**src/rtl/core/phem_pkg.sv**
```systemverilog
// Shared types and constants for the path health EMA monitor.
`timescale 1ns / 1ps
`default_nettype none

package phem_pkg;

    // Path table
    localparam int NUM_PATHS = 16;
    localparam int PATH_W    = 4;

    // Field widths
    localparam int W_W     = 10;   // smoothing weight
    localparam int CNT_W   = 16;   // period counters
    localparam int RTO_W   = 17;   // timeout in ms
    localparam int LIM_W   = 20;   // rate limits
    localparam int IDLE_W  = 8;    // idle counter and limit
    localparam int PROD_W  = 36;   // EMA product
    localparam int VOL_W   = 26;   // EMA volume
    localparam int RATE_W  = 36;   // EMA rate
    localparam int AP_W    = 46;   // value * 1000000
    localparam int ACC_W   = 47;   // blended sum before the divide by 1000
    localparam int REM_W   = 10;   // remainder of the divide by 1000

    // Scale factors
    localparam logic [19:0]    VAL_SCALE  = 20'd1000000;
    localparam logic [W_W-1:0] VOL_SCALE  = 10'd1000;
    localparam logic [W_W-1:0] WEIGHT_DIV = 10'd1000;

    // Stream and config port widths
    localparam int IN_TDATA_W  = 88;
    localparam int OUT_TDATA_W = 80;
    localparam int CFG_ADDR_W  = 3;
    localparam int CFG_DATA_W  = 20;

    // Register indexes
    localparam logic [CFG_ADDR_W-1:0] CFG_WEIGHT     = 3'd0;
    localparam logic [CFG_ADDR_W-1:0] CFG_LOSS_LIM   = 3'd1;
    localparam logic [CFG_ADDR_W-1:0] CFG_RETRANS_LIM = 3'd2;
    localparam logic [CFG_ADDR_W-1:0] CFG_RTO_LIM    = 3'd3;
    localparam logic [CFG_ADDR_W-1:0] CFG_IDLE_LIM   = 3'd4;

    // Outcome of one EMA update
    typedef enum logic [1:0] {
        UPD_NONE,
        UPD_UP,
        UPD_DOWN
    } upd_t;

    // Alarm codes, in priority order
    typedef enum logic [1:0] {
        ALARM_NONE,
        ALARM_LOSS,
        ALARM_RETRANS,
        ALARM_RTO
    } alarm_t;

    // Status from an EMA unit to the controller
    typedef struct packed {
        logic done;
        upd_t upd;
    } vema_status_t;

endpackage

`default_nettype wire

```
**src/rtl/core/phem_vema.sv**
```systemverilog
// Bit-serial volume-weighted EMA update unit: shift-add blend, divide by 1000, rate divide.
`timescale 1ns / 1ps
`default_nettype none

module phem_vema (
    input  logic                            aclk,
    input  logic                            aresetn,
    input  logic                            start,
    input  logic [phem_pkg::W_W-1:0]        weight,
    input  logic [phem_pkg::W_W-1:0]        weight_c,
    input  logic [phem_pkg::CNT_W-1:0]      value,
    input  logic [phem_pkg::CNT_W-1:0]      vol,
    input  logic [phem_pkg::PROD_W-1:0]     prod_old,
    input  logic [phem_pkg::VOL_W-1:0]      vol_old,
    input  logic [phem_pkg::RATE_W-1:0]     rate_old,
    output phem_pkg::vema_status_t          status,
    output logic [phem_pkg::PROD_W-1:0]     product,
    output logic [phem_pkg::VOL_W-1:0]      volume,
    output logic [phem_pkg::RATE_W-1:0]     rate
);

    localparam int STEP_W = 6;
    localparam logic [STEP_W-1:0] MUL_LAST  = STEP_W'(phem_pkg::W_W - 1);
    localparam logic [STEP_W-1:0] DIV_LAST  = STEP_W'(phem_pkg::ACC_W - 1);
    localparam logic [STEP_W-1:0] RATE_LAST = STEP_W'(phem_pkg::PROD_W - 1);

    typedef enum logic [2:0] {
        V_IDLE,
        V_MUL,
        V_DIV,
        V_RATE,
        V_FIN
    } vstate_t;

    vstate_t                       state_reg, state_next;
    logic [STEP_W-1:0]             step_reg, step_next;
    logic                          done_reg, done_next;

    // Operands
    logic                          zero_vol_reg;
    logic [phem_pkg::W_W-1:0]      wt_reg, wtc_reg;
    logic [phem_pkg::AP_W-1:0]     ap_reg;
    logic [phem_pkg::VOL_W-1:0]    av_reg;
    logic [phem_pkg::PROD_W-1:0]   bp_reg;
    logic [phem_pkg::VOL_W-1:0]    bv_reg;
    logic [phem_pkg::RATE_W-1:0]   rold_reg;

    // Working registers
    logic [phem_pkg::ACC_W-1:0]    accp_reg, accv_reg;
    logic [phem_pkg::REM_W-1:0]    remp_reg, remv_reg;
    logic [phem_pkg::RATE_W-1:0]   rq_reg;
    logic [phem_pkg::VOL_W-1:0]    rrem_reg;

    // Results
    logic [phem_pkg::PROD_W-1:0]   res_prod_reg;
    logic [phem_pkg::VOL_W-1:0]    res_vol_reg;
    logic [phem_pkg::RATE_W-1:0]   res_rate_reg;
    phem_pkg::upd_t                res_upd_reg;

    // Shift-add step, weight bits taken MSB first
    logic [phem_pkg::ACC_W-1:0]    mulp_next, mulv_next;
    always_comb begin
        mulp_next = {accp_reg[phem_pkg::ACC_W-2:0], 1'b0}
                  + (wt_reg[phem_pkg::W_W-1]  ? phem_pkg::ACC_W'(ap_reg) : '0)
                  + (wtc_reg[phem_pkg::W_W-1] ? phem_pkg::ACC_W'(bp_reg) : '0);
        mulv_next = {accv_reg[phem_pkg::ACC_W-2:0], 1'b0}
                  + (wt_reg[phem_pkg::W_W-1]  ? phem_pkg::ACC_W'(av_reg) : '0)
                  + (wtc_reg[phem_pkg::W_W-1] ? phem_pkg::ACC_W'(bv_reg) : '0);
    end

    // Restoring divide by 1000, one quotient bit per cycle
    logic [phem_pkg::REM_W:0]      trial_p, trial_v;
    logic                          ge_p, ge_v;
    logic [phem_pkg::REM_W:0]      diff_p, diff_v;
    always_comb begin
        trial_p = {remp_reg, accp_reg[phem_pkg::ACC_W-1]};
        trial_v = {remv_reg, accv_reg[phem_pkg::ACC_W-1]};
        ge_p    = trial_p >= {1'b0, phem_pkg::WEIGHT_DIV};
        ge_v    = trial_v >= {1'b0, phem_pkg::WEIGHT_DIV};
        diff_p  = trial_p - {1'b0, phem_pkg::WEIGHT_DIV};
        diff_v  = trial_v - {1'b0, phem_pkg::WEIGHT_DIV};
    end

    // Restoring rate divide, product over volume
    logic [phem_pkg::VOL_W:0]      trial_r, diff_r;
    logic                          ge_r;
    always_comb begin
        trial_r = {rrem_reg, rq_reg[phem_pkg::RATE_W-1]};
        ge_r    = trial_r >= {1'b0, accv_reg[phem_pkg::VOL_W-1:0]};
        diff_r  = trial_r - {1'b0, accv_reg[phem_pkg::VOL_W-1:0]};
    end

    // Final rate, zero when the new volume is zero
    logic [phem_pkg::RATE_W-1:0]   rate_new;
    always_comb begin
        rate_new = (accv_reg[phem_pkg::VOL_W-1:0] == '0) ? '0 : rq_reg;
    end

    // Sequencer
    always_comb begin
        state_next = state_reg;
        step_next  = step_reg;
        done_next  = 1'b0;
        unique case (state_reg)
            V_IDLE: begin
                if (start) begin
                    state_next = V_MUL;
                    step_next  = '0;
                end
            end
            V_MUL: begin
                step_next = step_reg + 1'b1;
                if (step_reg == MUL_LAST) begin
                    state_next = V_DIV;
                    step_next  = '0;
                end
            end
            V_DIV: begin
                step_next = step_reg + 1'b1;
                if (step_reg == DIV_LAST) begin
                    state_next = V_RATE;
                    step_next  = '0;
                end
            end
            V_RATE: begin
                step_next = step_reg + 1'b1;
                if (step_reg == RATE_LAST) begin
                    state_next = V_FIN;
                    step_next  = '0;
                end
            end
            V_FIN: begin
                state_next = V_IDLE;
                done_next  = 1'b1;
            end
            default: begin
                state_next = V_IDLE;
            end
        endcase
    end

    always_ff @(posedge aclk) begin
        if (!aresetn) begin
            state_reg <= V_IDLE;
            step_reg  <= '0;
            done_reg  <= 1'b0;
        end else begin
            state_reg <= state_next;
            step_reg  <= step_next;
            done_reg  <= done_next;
        end
    end

    // Datapath
    always_ff @(posedge aclk) begin
        case (state_reg)
            V_IDLE: begin
                if (start) begin
                    zero_vol_reg <= (vol == '0);
                    wt_reg       <= weight;
                    wtc_reg      <= weight_c;
                    ap_reg       <= phem_pkg::AP_W'(value) * phem_pkg::AP_W'(phem_pkg::VAL_SCALE);
                    av_reg       <= phem_pkg::VOL_W'(vol) * phem_pkg::VOL_W'(phem_pkg::VOL_SCALE);
                    bp_reg       <= prod_old;
                    bv_reg       <= vol_old;
                    rold_reg     <= rate_old;
                    accp_reg     <= '0;
                    accv_reg     <= '0;
                end
            end
            V_MUL: begin
                accp_reg <= mulp_next;
                accv_reg <= mulv_next;
                wt_reg   <= {wt_reg[phem_pkg::W_W-2:0], 1'b0};
                wtc_reg  <= {wtc_reg[phem_pkg::W_W-2:0], 1'b0};
                remp_reg <= '0;
                remv_reg <= '0;
            end
            V_DIV: begin
                accp_reg <= {accp_reg[phem_pkg::ACC_W-2:0], ge_p};
                accv_reg <= {accv_reg[phem_pkg::ACC_W-2:0], ge_v};
                remp_reg <= ge_p ? diff_p[phem_pkg::REM_W-1:0] : trial_p[phem_pkg::REM_W-1:0];
                remv_reg <= ge_v ? diff_v[phem_pkg::REM_W-1:0] : trial_v[phem_pkg::REM_W-1:0];
                // product is the low 36 bits of the quotient
                rq_reg   <= {accp_reg[phem_pkg::RATE_W-2:0], ge_p};
                rrem_reg <= '0;
            end
            V_RATE: begin
                rq_reg   <= {rq_reg[phem_pkg::RATE_W-2:0], ge_r};
                rrem_reg <= ge_r ? diff_r[phem_pkg::VOL_W-1:0] : trial_r[phem_pkg::VOL_W-1:0];
            end
            V_FIN: begin
                if (zero_vol_reg) begin
                    res_prod_reg <= bp_reg;
                    res_vol_reg  <= bv_reg;
                    res_rate_reg <= rold_reg;
                    res_upd_reg  <= phem_pkg::UPD_NONE;
                end else begin
                    res_prod_reg <= accp_reg[phem_pkg::PROD_W-1:0];
                    res_vol_reg  <= accv_reg[phem_pkg::VOL_W-1:0];
                    res_rate_reg <= rate_new;
                    res_upd_reg  <= (rate_new > rold_reg) ? phem_pkg::UPD_UP
                                                          : phem_pkg::UPD_DOWN;
                end
            end
            default: begin
            end
        endcase
    end

    assign status.done = done_reg;
    assign status.upd  = res_upd_reg;
    assign product     = res_prod_reg;
    assign volume      = res_vol_reg;
    assign rate        = res_rate_reg;

endmodule

`default_nettype wire

```
**config.mk**
```make
export PLATFORM = sky130hd
export DESIGN_NAME = phem_vema
export DESIGN_NICKNAME = d
export VERILOG_FILES = /design/src/rtl/core/phem_pkg.sv /design/src/rtl/core/phem_vema.sv
export SDC_FILE = /design/constraint.sdc
export NUM_CORES = 1
export LEC_CHECK = 0
export ABC_AREA = 1
export BUFFER_PORTS_ARGS = -buffer_cell sky130_fd_sc_hd__buf_2
export CAP_MARGIN = 5
export CORE_MARGIN = 2
export CORE_UTILIZATION = 66
export DETAILED_ROUTE_END_ITERATION = 6
export HOLD_SLACK_MARGIN = 0.15
export MAX_ROUTING_LAYER = met4
export PLACE_DENSITY_LB_ADDON = 0.15
export SLEW_MARGIN = 10
export SYNTH_ARGS = -nofsm -noshare
export SYNTH_HDL_FRONTEND = slang
export SYNTH_SLANG_ARGS = --single-unit
```
**constraint.sdc**
```tcl
create_clock -name aclk -period 15.34 [get_ports aclk]
set_clock_uncertainty 0.05 [all_clocks]
set_input_delay 0.767 -clock aclk [delete_from_list [all_inputs] [get_ports aclk]]
set_output_delay 0.767 -clock aclk [all_outputs]
set_load 0.05 [all_outputs]
```
* After elaboration in Yosys (flattened, before gate mapping) *
Index checks and enable logic that the tools add are counted.

storage, ports and cells
  flip-flop bits (word level) = 458
  input port bits = 153
  logic and storage cells = 93
  output and inout bits = 101

cells by class
  add/sub/neg operators = 8
  multipliers = 2
  reduce and logical (&&, ||, !) cells = 13
  order comparisons = 4
  multiplexer cells = 34
  eq/ne operators = 11

operators with widths
  kind                                                                     number
  47-bit case mux with 3 select lines                                      2
  36-bit two-way mux                                                       5
  26-bit two-way mux                                                       4
  47-bit by 26-bit adder with 47-bit output                                2
  47-bit by 36-bit adder with 47-bit output                                2
  10-bit case mux with 2 select lines                                      4
  36-bit case mux with 2 select lines                                      1
  26-bit case mux with 2 select lines                                      1
  47-bit two-way mux                                                       1
  10-bit two-way mux                                                       4
  36-bit > comparator                                                      1
  16-bit by 14-bit multiplier with 30-bit output, second input constant    1
  27-bit by 26-bit >= comparator with 1-bit output                         1
  26-bit zero test                                                         1
  26-bit subtractor                                                        1
  6-bit two-way mux                                                        4
  6-bit case mux with 4 select lines                                       1
  16-bit by 7-bit multiplier with 23-bit output, second input constant     1
  11-bit by 10-bit >= comparator with 1-bit output, second input constant  2
  10-bit subtractor, second input constant                                 2
  16-bit zero test                                                         1
  6-bit == test, second input constant                                     2
  3-bit two-way mux                                                        4
  3-bit case mux with 4 select lines                                       1
  other kinds (14)                                                         23

* Logic depth before layout (Yosys ltp) *
Gate-level depths: netlist of the first run.

  depth after elaboration = 4
  mapped depth = 21
  mapped depth without buffers = 21

* Worst setup path after synthesis of the first run *
No wires, ideal clock.

  kind = in2reg
  start point = in start
  end point = reg accp_reg[0] (netlist bit) (enable)
  data required time = 14.844 ns
  buffers on the path = 0
  path slack = 5.452 ns
  stages on the path = 4
  arrival = 9.392 ns
  setup time = 0.446 ns
  cell sequence = inv_1 > nor2_1 > nor2_1 > inv_1

on the way
  longest elaborated chain between the ends = 2

ends and longest elaborated chain
  what                                    line              text
  from (decl)                             phem_vema.sv:8    input logic start,
  2-bit inequality test (no source line)  -
  2-bit AND reduction (no source line)    -
  to (signal assigned)                    phem_vema.sv:172  accp_reg <= mulp_next;
  to (signal assigned)                    phem_vema.sv:180  accp_reg <= {accp_reg[phem_pkg::ACC_W-2:0], ge_p};
  to (decl)                               phem_vema.sv:49   logic [phem_pkg::ACC_W-1:0] accp_reg, accv_reg;

No other way between the ends.
A chain may end at the register's enable or synchronous reset.

* Worst setup path in the final report of the first run *
  start point = in value[2] (netlist bit)
  end point = reg ap_reg[30] (netlist bit), data pin

on the way
  longest elaborated chain between the ends = 1

ends and longest elaborated chain
  what                                            line              text
  from (decl)                                     phem_vema.sv:11   input logic [phem_pkg::CNT_W-1:0] value,
  16-bit by 14-bit multiplier with 30-bit output  phem_vema.sv:162  ap_reg <= phem_pkg::AP_W'(value) * phem_pkg::AP_W'(phem_pkg::VAL_SCALE);
  to (signal assigned)                            phem_vema.sv:162
  to (decl)                                       phem_vema.sv:42   logic [phem_pkg::AP_W-1:0] ap_reg;

No other way between the ends.

==> results.md, run 1 <==
- Crit Path Class: primary input to flip-flop
- DRC violation count after routing: 0
- Core footprint: 52900 sq um
- Placed inst area: 37400 sq um
- Post-CTS Setup Inserts: 0
- DRT iter0 DRCs: roughly 2900
- Synth Net Count: ~5000
- Clock-pin slew on the worst setup and hold paths: approximately 0.060 ns
- Yosys warnings: 0
- Most frequent CP cell: inv_1
- TNS Setup: 0 ns
- Tcrit/Tclk final: 0.333
- Netlist Area Pre-Place: 35500 sq um
- Clock sinks: 458
- Buf/Inv on CP: 7
- Critical Path Start Type: primary input
- Area grow syn2layout: 9.91%
- Status: finished, final reports clean
- EDFF count, synth: about 450
- Hold WC Path Type: primary input to flip-flop
- Htree depth: 2
- Die extent in y: about 240 microns
- Critical Path, Cell by Cell: buf_2 -> inv_1 -> fa_1 -> inv_1 -> fa_1 -> fa_1 -> fa_1 -> ha_1 -> inv_1 -> fa_1 -> inv_1 -> ha_1 -> nand2_1 -> inv_1 -> nand2_1 -> and2_1 -> o21ai_0 -> inv_1 -> nand2_1 -> nand2_1 -> nand2_1 -> xor2_1
- Tot GR Track Use: 0.381
- Post-synth ARST share: 0
- CP endpoint kind: flip-flop
- Drt via density: 5.63
- CTS Buf Count: 50
- Sequential cell area fraction in the yosys report: 0.385
- Die X: 236 microns
- Final hold slack: between 0.2 and 0.3 ns
- Max-slew violation count: 0
- Longest Clk Path Bufs: 3
- Register bit count reported by yosys: 458
- Grt ovf: 0
- Max-Cap Viols: 0
- Via count: 30300
- Cells after synthesis: 4405
- Post-CTS Hold Buffers: 0
- Worst Tran Pin Value: 1.16 ns
- Worst EP required: 15.65 ns
- Family with the most delay on the worst path: adder cells
- CTS root buf: clkbuf_16
- Starting Density: 0.671
- Post-DP HPWL: 79200 microns
- Post-DRT Antenna Nets: 0
- Finished Core Util: 0.738
- Drt total wl: 102000 microns
- RSZ-0062 raised after global routing: false
- Yosys top cell area share: 0.379
- PostCTS Resize Cnt: 0
- Hold Vio Cnt, Final: 0
- Cell taking the most area after synthesis: edfxtp_1
- TritonRoute pass-1 iters: 6
- Yosys cell types: 46
- Initial antenna violation count: 8
- Synth Flop Type: edfxtp_1
- PwrDens: about 240 nW/um^2
- Clk_lat worst skew: 0.62 ns
- Finished Cell Area: 39000 sq um
- Final setup viols: 0
- Max rail drop VDD: 152 uV
- Nets: 5264
- Rows: 84
- CP Data Arrival Time: about 5.4 ns
- Max transition margin: 0.228
- Largest net degree at the start of global routing: 98
- # IOs: approximately 250
- Die Area: 55600 sq um
- Worst stage delay on the critical path: ~0.57 ns
- Final min period: approximately 5 ns
- GP Congestion: 1.04
- Pleak: 0.0196 uW
- First-pass GRT wire length: 160000 microns
- Synthesized area per cell: 8.06 sq um
- Dominant cells by area after synthesis: edfxtp_1 (38%), nand2_1 (14%), ha_1 (11%)
- Crit-path max FO: 6
- Share of cells above drive strength 1: 0.0811
- Routed wire per std cell: 18.9 microns
- Number of port buffers: 253
- Vias in the first global route: around 30000
- Slowest-stage cell, CP: fa_1
- CTS tree: done
- Fmax: 196 MHz
[area by class of cell]
class / instances / area (sq um)
Fill cell: 4101 / 13900
Timing Repair Buffer: 268 / 1380
Clock buffer: 59 / 1310
Inverter: 872 / 3270
Sequential cell: 458 / 13700
Tap cell: 688 / 861
Clock inverter: 34 / 290
Antenna cell: 7 / 17.5
Multi-Input combinational cell: 2996 / 18200
[cell usage in the layout (no fill, tap or decap), drive strengths merged]
cell      count
a211oi        1
a21boi        8
a21o          4
a21oi       171
a221oi        1
a31oi         5
and2          8
buf         268
bufinv        3
clkbuf       59
clkinv       23
clkinvlp      6
dfxtp        10
diode         7
edfxtp      448
fa          165
ha          300
inv         874
nand2      1349
nand3       166
nand3b       13
nand4        39
nor2        346
nor3         45
nor3b         1
nor4         14
o211ai        1
o21a          6
o21ai       243
o21bai       15
o22ai        19
o32ai         1
or2           2
xnor2        36
xor2         37
[metal layers]
metal | up-vias | wire length [microns] | track usage
li1 | 14500 | - | -
met1 | 14200 | 39300 | 0.462
met2 | 1324 | 48900 | 0.633
met3 | 272 | 7840 | 0.0495
met4 | 0 | 5480 | 0.183
met5 | - | 0 | -
[worst register-to-register path, stage by stage, from the launching register on]
cell and delay [ns]:
edfxtp_1 0.42, inv_1 0.25, nand4_1 0.14, nor4_1 0.51
nand3_1 0.21, clkinv_1 0.56, nor2_1 0.18, ha_1 0.34
nand2_1 0.12, nor4_1 0.49, nand3_1 0.13, nand3b_1 0.21
nand2_1 0.10, nor2_1 0.04
[where the power goes]
group	leakage (uW)	switching (uW)	internal (uW)
clock	0.000769	539	664
combinational	0.0145	4110	1880
sequential	0.00438	275	2080
total	0.0196	4930	4630
[cell families after synthesis]
logic type | count (synthesis) | synth area share
buffers and inverters | 951 | 0.102
adder cells (fa/ha/maj) | 465 | 0.199
AO/OA/AOI/OAI | 475 | 0.0707
AND/OR/NAND/NOR | 1983 | 0.225
XOR/XNOR | 73 | 0.0180
flip-flops | 458 | 0.385
[Yosys cell counts, types with 2 or more instances]
| cell type | number |
|---|---|
| a21boi_0 | 8 |
| a21o_1 | 4 |
| a21oi_1 | 169 |
| a21oi_2 | 2 |
| a31oi_1 | 5 |
| and2_1 | 8 |
| buf_1 | 8 |
| buf_2 | 16 |
| buf_6 | 4 |
| clkbuf_1 | 49 |
| clkinv_1 | 2 |
| dfxtp_1 | 10 |
| edfxtp_1 | 448 |
| fa_1 | 165 |
| ha_1 | 300 |
| inv_1 | 863 |
| inv_2 | 7 |
| nand2_1 | 1340 |
| nand2_2 | 8 |
| nand3_1 | 165 |
| nand3b_1 | 13 |
| nand4_1 | 39 |
| nor2_1 | 341 |
| nor2_2 | 5 |
| nor3_1 | 42 |
| nor3_2 | 2 |
| nor4_1 | 14 |
| o21a_1 | 6 |
| o21ai_0 | 240 |
| o21ai_1 | 3 |
| o21bai_1 | 15 |
| o22ai_1 | 19 |
| xnor2_1 | 36 |
| xor2_1 | 37 |
[metrics by stage]
| step | worst slack [ns] | std cells | total power (uW) |
|---|---|---|---|
| after CTS | 10.26 | 5375 | 9450 |
| after global routing | 9.93 | 5382 | 10400 |
| after global placement | 9.65 | 5282 | 8090 |
| after floorplan | 5.45 | 4405 | 6570 |
| final | 10.23 | 5382 | 9550 |
| after detailed placement | 9.61 | 5282 | 8220 |
[final timing paths]
check             cells after the start          from        endpoint  slack [ns]
setup reg to reg                     13  accv_reg[14]  res_upd_reg[0]       11.33
setup / recovery                     22      value[2]      ap_reg[30]       10.23
hold / removal                        1    vol_old[9]       bv_reg[9]        0.27
hold reg to reg                       1  state_reg[0]        done_reg        0.46
No activity file was read; power rests on OpenSTA's default activity.
==> run 2, diff against run 1 <==
- CORE_UTILIZATION: 66 -> 56
- clock period: 15.34 -> 4.3 ns (I/O delays scaled with it)
==> run 2 against run 1 <==
The flow now finishes with violations (DRC). Non-clock buffer count is 266 higher. Final area rose by 7.3%. Global-route usage down 6.3 points. Count of clock-buffer cells in the layout grew 3. Combinational power rose to 3.8 times the previous value. Sequential power rose to 3.6 times the previous value. Critical endpoint is now av_reg[17]. Largest cell class unchanged.
==> results.md, run 2 (synthesized netlist as in run 1, its figures left out) <==
- Starting Density: 0.565 (-0.107)
- Clock sinks: 458 (unchanged)
- Fmax: 243 MHz
- Clk_lat worst skew: 0.61 ns (about the same)
- Status: finished, violations left
- Clock-pin slew on the worst setup and hold paths: 0.06 ns (about the same)
- Drt via density: 5.20 (-7.6%)
- Max rail drop VDD: 441 uV (+190%)
- Die extent in y: 256 microns (+8.4%)
- Worst EP required: 4.61 ns (-11.04 ns)
- GP Congestion: 0.993 (-4.1%)
- Worst Reg-to-Reg Cells: 16 (+3)
- Final setup viols: 0 (unchanged)
- CP endpoint kind: flip-flop
- Longest Clk Path Bufs: 3 (unchanged)
- CTS tree: done
- Total chip power: 35900 uW (+280%)
- Commonest non-fill, non-tap cell in the layout: nand2_1
- Grt ovf: 0 (unchanged)
- Post-DRT Antenna Nets: 0 (unchanged)
- # IOs: 254 (unchanged)
- Critical R2R Capture: accv_reg[42]
- Initial antenna violation count: 4 (-4)
- Finished Core Util: 0.666 (-0.0719)
- Vias in the first global route: 30000 (-0.26%)
- TritonRoute pass-1 iters: 7 (+1)
- Worst r2r src: wt_reg[9]
- Routed wire per std cell: 17.4 microns (-8.0%)
- CTS Buf Count: 52 (+4.0%)
- Nets: 5532 (+5.1%)
- PwrDens: 858 nW/um^2 (+250%)
- Number of port buffers: 253 (unchanged)
- First-pass GRT wire length: 159000 microns (-0.67%)
- R2R setup slack: 0.46 ns (-10.87 ns)
- Die X: 256 microns (+8.4%)
- Tot GR Track Use: 0.317 (-0.0633)
- Failing checks: DRC
- Hold WC Path Type: primary input to flip-flop
- Max transition margin: 0.152 (-0.0761)
- DRC violation count after routing: 5 (+5)
- Worst Tran Pin Value: 1.27 ns (+0.110 ns)
- Post-DP HPWL: 78300 microns (-1.2%)
- Drt total wl: 101000 microns (-0.74%)
- DRT iter0 DRCs: 2403 (-16%)
- Worst Hold End: ap_reg[10]
- Tcrit/Tclk final: 0.957
- Final min period: about 4.1 ns
- Max-slew violation count: 0 (unchanged)
- Largest net degree at the start of global routing: 95 (-3.1%)
- Crit-path max FO: 3 (-3)
- CTS root buf: clkbuf_16
- CP Data Arrival Time: 4.42 ns (-1.00 ns)
- Share of cells above drive strength 1: 0.111 (+0.0297)
- Htree depth: 2 (unchanged)
- Max-Cap Viols: 0 (unchanged)
- Worst hold start: value[1]
- Critical Path Start Type: primary input
- Via count: 30200 (-0.35%)
- Die Area: 65400 sq um (+18%)
- Commonest cells after routing, fill and taps aside: nand2_1 (1335), inv_1 (857), edfxtp_1 (448)
- Area grow syn2layout: 17.9%
- Rows: 92 (+9.5%)
- Pleak: 0.0209 uW (+6.6%)
- Core footprint: 62900 sq um (+19%)
- Crit Path Class: primary input to flip-flop
- Hold Vio Cnt, Final: 0 (unchanged)
- Post-CTS Setup Inserts: 0 (unchanged)
- Worst hold stages: 4 (+3)
[run 2: area by class of cell]
class	count	area, sq um
clock buffer	62	1360
sequential	458	13700
tap	846	1060
fill	5423	21000
antenna	4	10.0
clock inverter	34	320
timing repair buffer	534	3780
multi-input combinational	2996	18400
inverter	872	3280
[run 2: worst max-delay path by stage]
| stage | start | end | depth (start not counted) | slack [ns] |
|---|---|---|---|---|
| 2_1_floorplan | state_reg[0] | accp_reg[0] | 5 | -0.30 |
| 3_3_place_gp | value[4] | ap_reg[30] | 22 | -0.36 |
| 3_5_place_dp | value[3] | ap_reg[30] | 22 | -0.44 |
| 4_1_cts | vol[0] | av_reg[22] | 18 | 0.06 |
| 5_1_grt | vol[1] | av_reg[17] | 16 | -0.01 |
| 6_report | vol[1] | av_reg[17] | 16 | 0.18 |
[run 2: worst max-delay path: stages]
cell	delay, ns
dlygate4sd3_1	0.52
buf_2	0.13
inv_1	0.08
fa_1	0.58
fa_1	0.44
fa_1	0.51
inv_1	0.05
fa_1	0.49
ha_1	0.36
a21oi_2	0.19
o21ai_1	0.11
a21oi_2	0.21
nand2_1	0.09
buf_4	0.14
xor2_1	0.13
buf_4	0.15
[run 2: metal layers]
| metal | vias up | GRT usage | wire (microns) |
|---|---|---|---|
| li1 | 15000 | - | - |
| met1 | 14200 | 0.403 | 42700 |
| met2 | 826 | 0.535 | 49200 |
| met3 | 186 | 0.0281 | 5190 |
| met4 | 0 | 0.110 | 3620 |
| met5 | - | - | 0 |
[run 2: power by group]
part / leakage [uW] / internal (uW) / total, uW / switching [uW]
clock network: 0.000817 / 2570 / 4490 / 1920
logic: 0.0157 / 8200 / 23000 / 14800
registers: 0.00438 / 7410 / 8430 / 1010
[run 2: stage by stage]
stage | worst slack [ns] | cells | TNS [ns] | hold WS (ns) | cell area [sq um]
4_1_cts | 0.0617 | 5802 | 0 | 0.162 | 41800
2_1_floorplan | -0.298 | 4405 | -28.13 | 0.264 | 35600
5_1_grt | -0.00954 | 5806 | -0.00954 | 0.196 | 41800
3_5_place_dp | -0.437 | 5578 | -5.73 | 0.343 | 38800
3_3_place_gp | -0.359 | 5578 | -4.47 | 0.341 | 38800
6_report | 0.184 | 5806 | 0 | 0.185 | 41800
[run 2: what timing repair did]
action,4_1_cts,5_1_grt
gates resized for setup,0,16
hold buffers,128,0
endpoints found under the setup margin,0,12
endpoints found under the hold margin,151,0
